[src/rtl/core/bfsa_pkg.sv]
// ----------------------------------------------------------------------------
// Best-fit slot allocator package
// Shared constants, operation and result codes, and the command and status
// bundles that join the controller to the datapath.
// ----------------------------------------------------------------------------
package bfsa_pkg;

  localparam int MAX_SLOTS  = 64;
  localparam int INIT_SLOTS = 16;
  localparam int ADDR_BITS  = 32;
  localparam int IDX_W      = $clog2(MAX_SLOTS);
  localparam int CNT_W      = $clog2(MAX_SLOTS + 1);
  localparam int ENTRY_W    = 1 + 2 * ADDR_BITS;

  localparam logic [1:0] OP_SEARCH = 2'd0;
  localparam logic [1:0] OP_FILL   = 2'd1;
  localparam logic [1:0] OP_FIND   = 2'd2;

  localparam logic [1:0] ST_OK       = 2'd0;
  localparam logic [1:0] ST_NO_FIT   = 2'd1;
  localparam logic [1:0] ST_FULL     = 2'd2;
  localparam logic [1:0] ST_BAD_FILL = 2'd3;

  localparam logic [2:0] IDX_HOLD  = 3'd0;
  localparam logic [2:0] IDX_ZERO  = 3'd1;
  localparam logic [2:0] IDX_INC   = 3'd2;
  localparam logic [2:0] IDX_DEC   = 3'd3;
  localparam logic [2:0] IDX_SEL   = 3'd4;
  localparam logic [2:0] IDX_LAST  = 3'd5;
  localparam logic [2:0] IDX_KNEXT = 3'd6;

  localparam logic [1:0] WR_NONE  = 2'd0;
  localparam logic [1:0] WR_SHIFT = 2'd1;
  localparam logic [1:0] WR_REM   = 2'd2;
  localparam logic [1:0] WR_FILL  = 2'd3;

  localparam logic [2:0] RES_NONE   = 3'd0;
  localparam logic [2:0] RES_NOFIT  = 3'd1;
  localparam logic [2:0] RES_FULL   = 3'd2;
  localparam logic [2:0] RES_BAD    = 3'd3;
  localparam logic [2:0] RES_SEARCH = 3'd4;
  localparam logic [2:0] RES_FIND   = 3'd5;
  localparam logic [2:0] RES_FILL   = 3'd6;

  typedef struct packed {
    logic       load;
    logic       rd;
    logic       rd_prev;
    logic [2:0] idx_op;
    logic       best_clr;
    logic       eval;
    logic       save;
    logic       k_self;
    logic       k_rd;
    logic       cnt_inc;
    logic [1:0] wr;
    logic [2:0] res;
    logic       out_load;
  } cmd_t;

  typedef struct packed {
    logic [1:0] op;
    logic       bad_search;
    logic       idx_end;
    logic       sel_bad;
    logic       fill_bad;
    logic       fill_exact;
    logic       k_low;
    logic       k_hit;
    logic       k_tail;
    logic       full;
    logic       m_done;
    logic       find_hit;
    logic       out_free;
  } stat_t;

endpackage

[src/rtl/core/bfsa_ctrl.sv]
// ----------------------------------------------------------------------------
// Best-fit slot allocator controller
// Sequences search, fill and find requests over the slot table.
// ----------------------------------------------------------------------------
module bfsa_ctrl import bfsa_pkg::*; (
  input  logic  clk,
  input  logic  rst,
  input  logic  in_valid,
  output logic  in_ready,
  input  stat_t st,
  output cmd_t  cmd
);

  localparam logic [3:0] S_IDLE  = 4'd0;
  localparam logic [3:0] S_DISP  = 4'd1;
  localparam logic [3:0] S_SRD   = 4'd2;
  localparam logic [3:0] S_SEV   = 4'd3;
  localparam logic [3:0] S_DRD   = 4'd4;
  localparam logic [3:0] S_DEV   = 4'd5;
  localparam logic [3:0] S_FRD   = 4'd6;
  localparam logic [3:0] S_FCHK  = 4'd7;
  localparam logic [3:0] S_KRD   = 4'd8;
  localparam logic [3:0] S_KEV   = 4'd9;
  localparam logic [3:0] S_KDONE = 4'd10;
  localparam logic [3:0] S_MRD   = 4'd11;
  localparam logic [3:0] S_MWR   = 4'd12;
  localparam logic [3:0] S_WR1   = 4'd13;
  localparam logic [3:0] S_WR0   = 4'd14;
  localparam logic [3:0] S_FIN   = 4'd15;

  logic [3:0] state, state_next;

  assign in_ready = (state == S_IDLE);

  always_ff @(posedge clk) begin
    if (rst) begin
      state <= S_IDLE;
    end else begin
      state <= state_next;
    end
  end

  always_comb begin
    cmd = '0;
    state_next = state;
    unique case (state)
      S_IDLE: begin
        if (in_valid) begin
          cmd.load = 1'b1;
          state_next = S_DISP;
        end
      end
      S_DISP: begin
        priority if (st.op == OP_SEARCH) begin
          if (st.bad_search) begin
            cmd.res = RES_NOFIT;
            state_next = S_FIN;
          end else begin
            cmd.idx_op = IDX_ZERO;
            cmd.best_clr = 1'b1;
            state_next = S_SRD;
          end
        end else if (st.op == OP_FILL) begin
          if (st.sel_bad) begin
            cmd.res = RES_BAD;
            state_next = S_FIN;
          end else begin
            cmd.idx_op = IDX_SEL;
            state_next = S_FRD;
          end
        end else if (st.op == OP_FIND) begin
          cmd.idx_op = IDX_ZERO;
          state_next = S_DRD;
        end else begin
          cmd.res = RES_NOFIT;
          state_next = S_FIN;
        end
      end
      S_SRD: begin
        if (st.idx_end) begin
          cmd.res = RES_SEARCH;
          state_next = S_FIN;
        end else begin
          cmd.rd = 1'b1;
          state_next = S_SEV;
        end
      end
      S_SEV: begin
        cmd.eval = 1'b1;
        cmd.idx_op = IDX_INC;
        state_next = S_SRD;
      end
      S_DRD: begin
        if (st.idx_end) begin
          cmd.res = RES_NOFIT;
          state_next = S_FIN;
        end else begin
          cmd.rd = 1'b1;
          state_next = S_DEV;
        end
      end
      S_DEV: begin
        if (st.find_hit) begin
          cmd.res = RES_FIND;
          state_next = S_FIN;
        end else begin
          cmd.idx_op = IDX_INC;
          state_next = S_DRD;
        end
      end
      S_FRD: begin
        cmd.rd = 1'b1;
        state_next = S_FCHK;
      end
      S_FCHK: begin
        cmd.save = 1'b1;
        priority if (st.fill_bad) begin
          cmd.res = RES_BAD;
          state_next = S_FIN;
        end else if (st.fill_exact) begin
          state_next = S_WR0;
        end else begin
          cmd.idx_op = IDX_LAST;
          state_next = S_KRD;
        end
      end
      S_KRD: begin
        if (st.k_low) begin
          cmd.k_self = 1'b1;
          state_next = S_KDONE;
        end else begin
          cmd.rd = 1'b1;
          state_next = S_KEV;
        end
      end
      S_KEV: begin
        if (st.k_hit) begin
          cmd.k_rd = 1'b1;
          state_next = S_KDONE;
        end else begin
          cmd.idx_op = IDX_DEC;
          state_next = S_KRD;
        end
      end
      S_KDONE: begin
        if (st.k_tail && st.full) begin
          cmd.res = RES_FULL;
          state_next = S_FIN;
        end else begin
          cmd.cnt_inc = st.k_tail;
          cmd.idx_op = IDX_KNEXT;
          state_next = S_MRD;
        end
      end
      S_MRD: begin
        if (st.m_done) begin
          state_next = S_WR1;
        end else begin
          cmd.rd = 1'b1;
          cmd.rd_prev = 1'b1;
          state_next = S_MWR;
        end
      end
      S_MWR: begin
        cmd.wr = WR_SHIFT;
        cmd.idx_op = IDX_DEC;
        state_next = S_MRD;
      end
      S_WR1: begin
        cmd.wr = WR_REM;
        state_next = S_WR0;
      end
      S_WR0: begin
        cmd.wr = WR_FILL;
        cmd.res = RES_FILL;
        state_next = S_FIN;
      end
      S_FIN: begin
        if (st.out_free) begin
          cmd.out_load = 1'b1;
          state_next = S_IDLE;
        end
      end
      default: state_next = S_IDLE;
    endcase
  end

endmodule

[config.mk]
export PLATFORM = sky130hd
export DESIGN_NAME = bfsa_ctrl
export DESIGN_NICKNAME = d
export VERILOG_FILES = /design/src/rtl/core/bfsa_pkg.sv /design/src/rtl/core/bfsa_ctrl.sv
export SDC_FILE = /design/constraint.sdc
export NUM_CORES = 1
export LEC_CHECK = 0
export BUFFER_PORTS_ARGS = -buffer_cell sky130_fd_sc_hd__buf_2
export CAP_MARGIN = 20
export CELL_PAD_IN_SITES_DETAIL_PLACEMENT = 1
export CELL_PAD_IN_SITES_GLOBAL_PLACEMENT = 2
export CORE_MARGIN = 8
export CORE_UTILIZATION = 25
export CTS_CLUSTER_SIZE = 30
export DETAILED_ROUTE_END_ITERATION = 7
export PLACE_DENSITY_LB_ADDON = 0.2
export SYNTH_ARGS = -nofsm -noshare
export SYNTH_HDL_FRONTEND = slang
export SYNTH_SLANG_ARGS = --single-unit
[constraint.sdc]
create_clock -name clk -period 2.2 [get_ports clk]
set_input_delay 0.33 -clock clk [delete_from_list [all_inputs] [get_ports clk]]
set_output_delay 0.33 -clock clk [all_outputs]
set_load 0.02 [all_outputs]
==> flow_summary.toml <==
[route]
drc = 0
drt_iter0_drc = 41
antenna_left = 0
dr.pass1.iters = 4
met2WireLength_mm = 1.54
wl_met1_mm = 1.48
routed.top_layer = "met3"
vias = 994
routed_wl_mm = 3.15
wl_per_cell_um = 17.2
met3RoutedLength_um = 125
via_per_inst = 5.43

[job]
drv_cap = 0

[synthesis]
synth_cells = 112
synth_cell_types = 43
seq_area_frac_synth_pct = 10.5
ys_seq_elements = 4
synthArstFlopShare_pct = 0
synth_edf_count = 0
syn_area_um2 = 766
yosys_warnings = 0
synth_flop_cell = "dfxtp_1"
syn_nets = 129
syn_avg_cell_area_um2 = 6.84

[clocking]
cts.sinks = 4
root_buffer = "clkbuf_4"
clk_latency_ns = 0.23
cts_made_buffers = 3
cts_tree = "built"
holdBufCountCts = 0
htreeDepth = 1
clk_path_buf_depth = 2
clkSlewWorstSetupHoldPaths_ns = 0.04

[global_routing]
first_global_vias = 1097
antenna_found_initial = 0
grt_pass1_wl_mm = 5.19
grt_overflow = 0
groute.usage.overall_pct = 12.3
grt_max_degree = 17

[power]
power.share.combinational_pct = 77.2
switchingPower_mw = 0.697
p_leak_nw = 0.475
p_per_area_mw_per_mm2 = 1270
switching_share_pct = 54.1
ir_drop_v = 0.000321
seqPwrFrac_pct = 15.7
intPower_mw = 0.592
p_clk_share_pct = 7.1

[final_layout]
final_cells = 183
largest_register_ffs = 4
fin_nets = 169
max_flop_register = "state"
drive_above_1_share_pct = 39.3
largest_registers = "state x4"
n_antenna_cell = 0
fillers = 387
area.growth.synth_to_final_pct = 33.0

[place]
port_buffers = 35
dpl_worst_slack_ns = 0.269
hpwl_mm = 2.59
gp_congestion = 0.852
dp_cells = 180

[status]
status = "finished clean"

[critical_path]
worst-setup-path-type = "reg2out"
cp-end-kind = "primary output"
worstPathRequired_ns = 1.87
critPathMaxFanout = 12
startpoint_type = "flip-flop"
critPathArrivalTime_ns = 1.70

[sta]
rsz0062_at_grt = "false"
period_share_pct = 92.3
period_needed_ns = 2.03
worst_pin_slew_ns = 0.383
slew_violations = 0
setup_ws_ns = 0.170
setup_viol = 0
fmax_ghz = 0.493
finalClockSkew_ns = 0.00140
slew_headroom_pct = 74.4
setup_tns_ns = 0
hold_viol_final = 0

[die]
start_util_pct = 25.7
row_count = 20
die_y_um = 71.3
die_area_mm2 = 0.00509
core-area_mm2 = 0.00298
io_pins = 36
fp.dieW_um = 71.3

[hold_path]
hold_class = "in2reg"
[power groups by stage]
stage,registers (mW),logic (mW),clock network [mW]
3_3_place_gp,0.197,0.994,0
5_1_grt,0.213,1.08,0.0968
3_5_place_dp,0.197,0.994,0
6_report,0.202,0.995,0.0917
4_1_cts,0.197,0.999,0.0973
2_1_floorplan,0.123,0.771,0
[cells in the final DEF (no fill, tap or decap), types with 3 or more instances in the layout]
master,n
o311ai_1,3
o21ai_0,3
inv_1,4
buf_2,35
nor3_1,4
a21oi_1,10
nand3_1,3
nand2_1,10
a31oi_1,4
nand2b_1,8
buf_4,9
nor2_1,12
clkbuf_4,3
[final timing paths]
check | cells after the start | slack (ns) | start | to
max reg2reg | 5 | 0.57 | state[2]$_SDFFE_PP0P_ | state[1]$_SDFFE_PP0P_
min reg2reg | 4 | 0.79 | state[2]$_SDFFE_PP0P_ | state[2]$_SDFFE_PP0P_
max | 3 | 0.17 | state[3]$_SDFFE_PP0P_ | cmd[14]
min | 2 | 0.31 | rst | state[2]$_SDFFE_PP0P_
[synthesized netlist by cell type, types with 2 or more instances]
cell      number  share of area [%]
inv_1          4                2.0
o32ai_1        2                2.3
o31ai_1        2                2.0
nor3_1         4                2.6
nand2_1       10                4.9
o21ai_1        2                1.3
nand4b_1       2                2.3
o311ai_1       3                3.4
buf_2          6                3.9
nor2b_1        2                1.6
a31oi_1        4                3.3
or2_1          2                1.6
buf_6          2                2.9
o21ai_0        3                2.0
nand2b_1       8                6.5
nand3_1        3                2.0
and2_1         2                1.6
nor2_1        12                5.9
mux2i_1        2                2.6
a21o_1         2                2.0
dfxtp_1        4                 10
a21oi_1       10                6.5
[routing by layer]
layer  up-vias  track usage, %
li1        495               -
met1       482            15.0
met2        17            22.1
met3         0            1.67
met4         0            2.77
met5         -               0
[worst max-delay path, cell delays in order, from the launching register on]
cell and delay [ns]:
dfxtp_2 0.40, or4b_4 0.58, o311ai_1 0.27, buf_2 0.21
[metrics by stage]
stage / hold slack (ns) / instance area [um^2] / total power [mW] / utilization, %
final: 0.312 / 1020 / 1.29 / 34.2
after global routing: 0.319 / 1020 / 1.39 / 34.2
after CTS: 0.301 / 1020 / 1.29 / 34.1
after detailed placement: 0.550 / 993 / 1.19 / 33.4
after global placement: 0.554 / 993 / 1.19 / 33.4
after floorplan: 0.396 / 766 / 0.894 / -
[logic make-up (layout without fill, tap and decap cells)]
group,count (synthesis),after routing,share of synthesized area (%)
AND/OR/NAND/NOR,52,52,39.5
buffers and inverters,14,52,9.80
AO/OA/AOI/OAI,39,39,36.1
flip-flops,4,4,10.5
multiplexers,3,3,4.08
[layout make-up]
class                   instances  area [um^2]  share of cell area [%]
multi-input cells              94          611                    60.0
repair buffers                 44          243                    23.8
flip-flops and latches          4         82.6                    8.11
well taps                      33         41.3                    4.05
clock buffers                   3         22.5                    2.21
inverters                       5         18.8                    1.84
[repair_timing]
item	CTS	global route
resized for setup	0	2
endpoints found under the hold margin	0	0
buffers inserted	0	0
setup endpoints to repair	0	5
(Power assumes the default switching activity.)
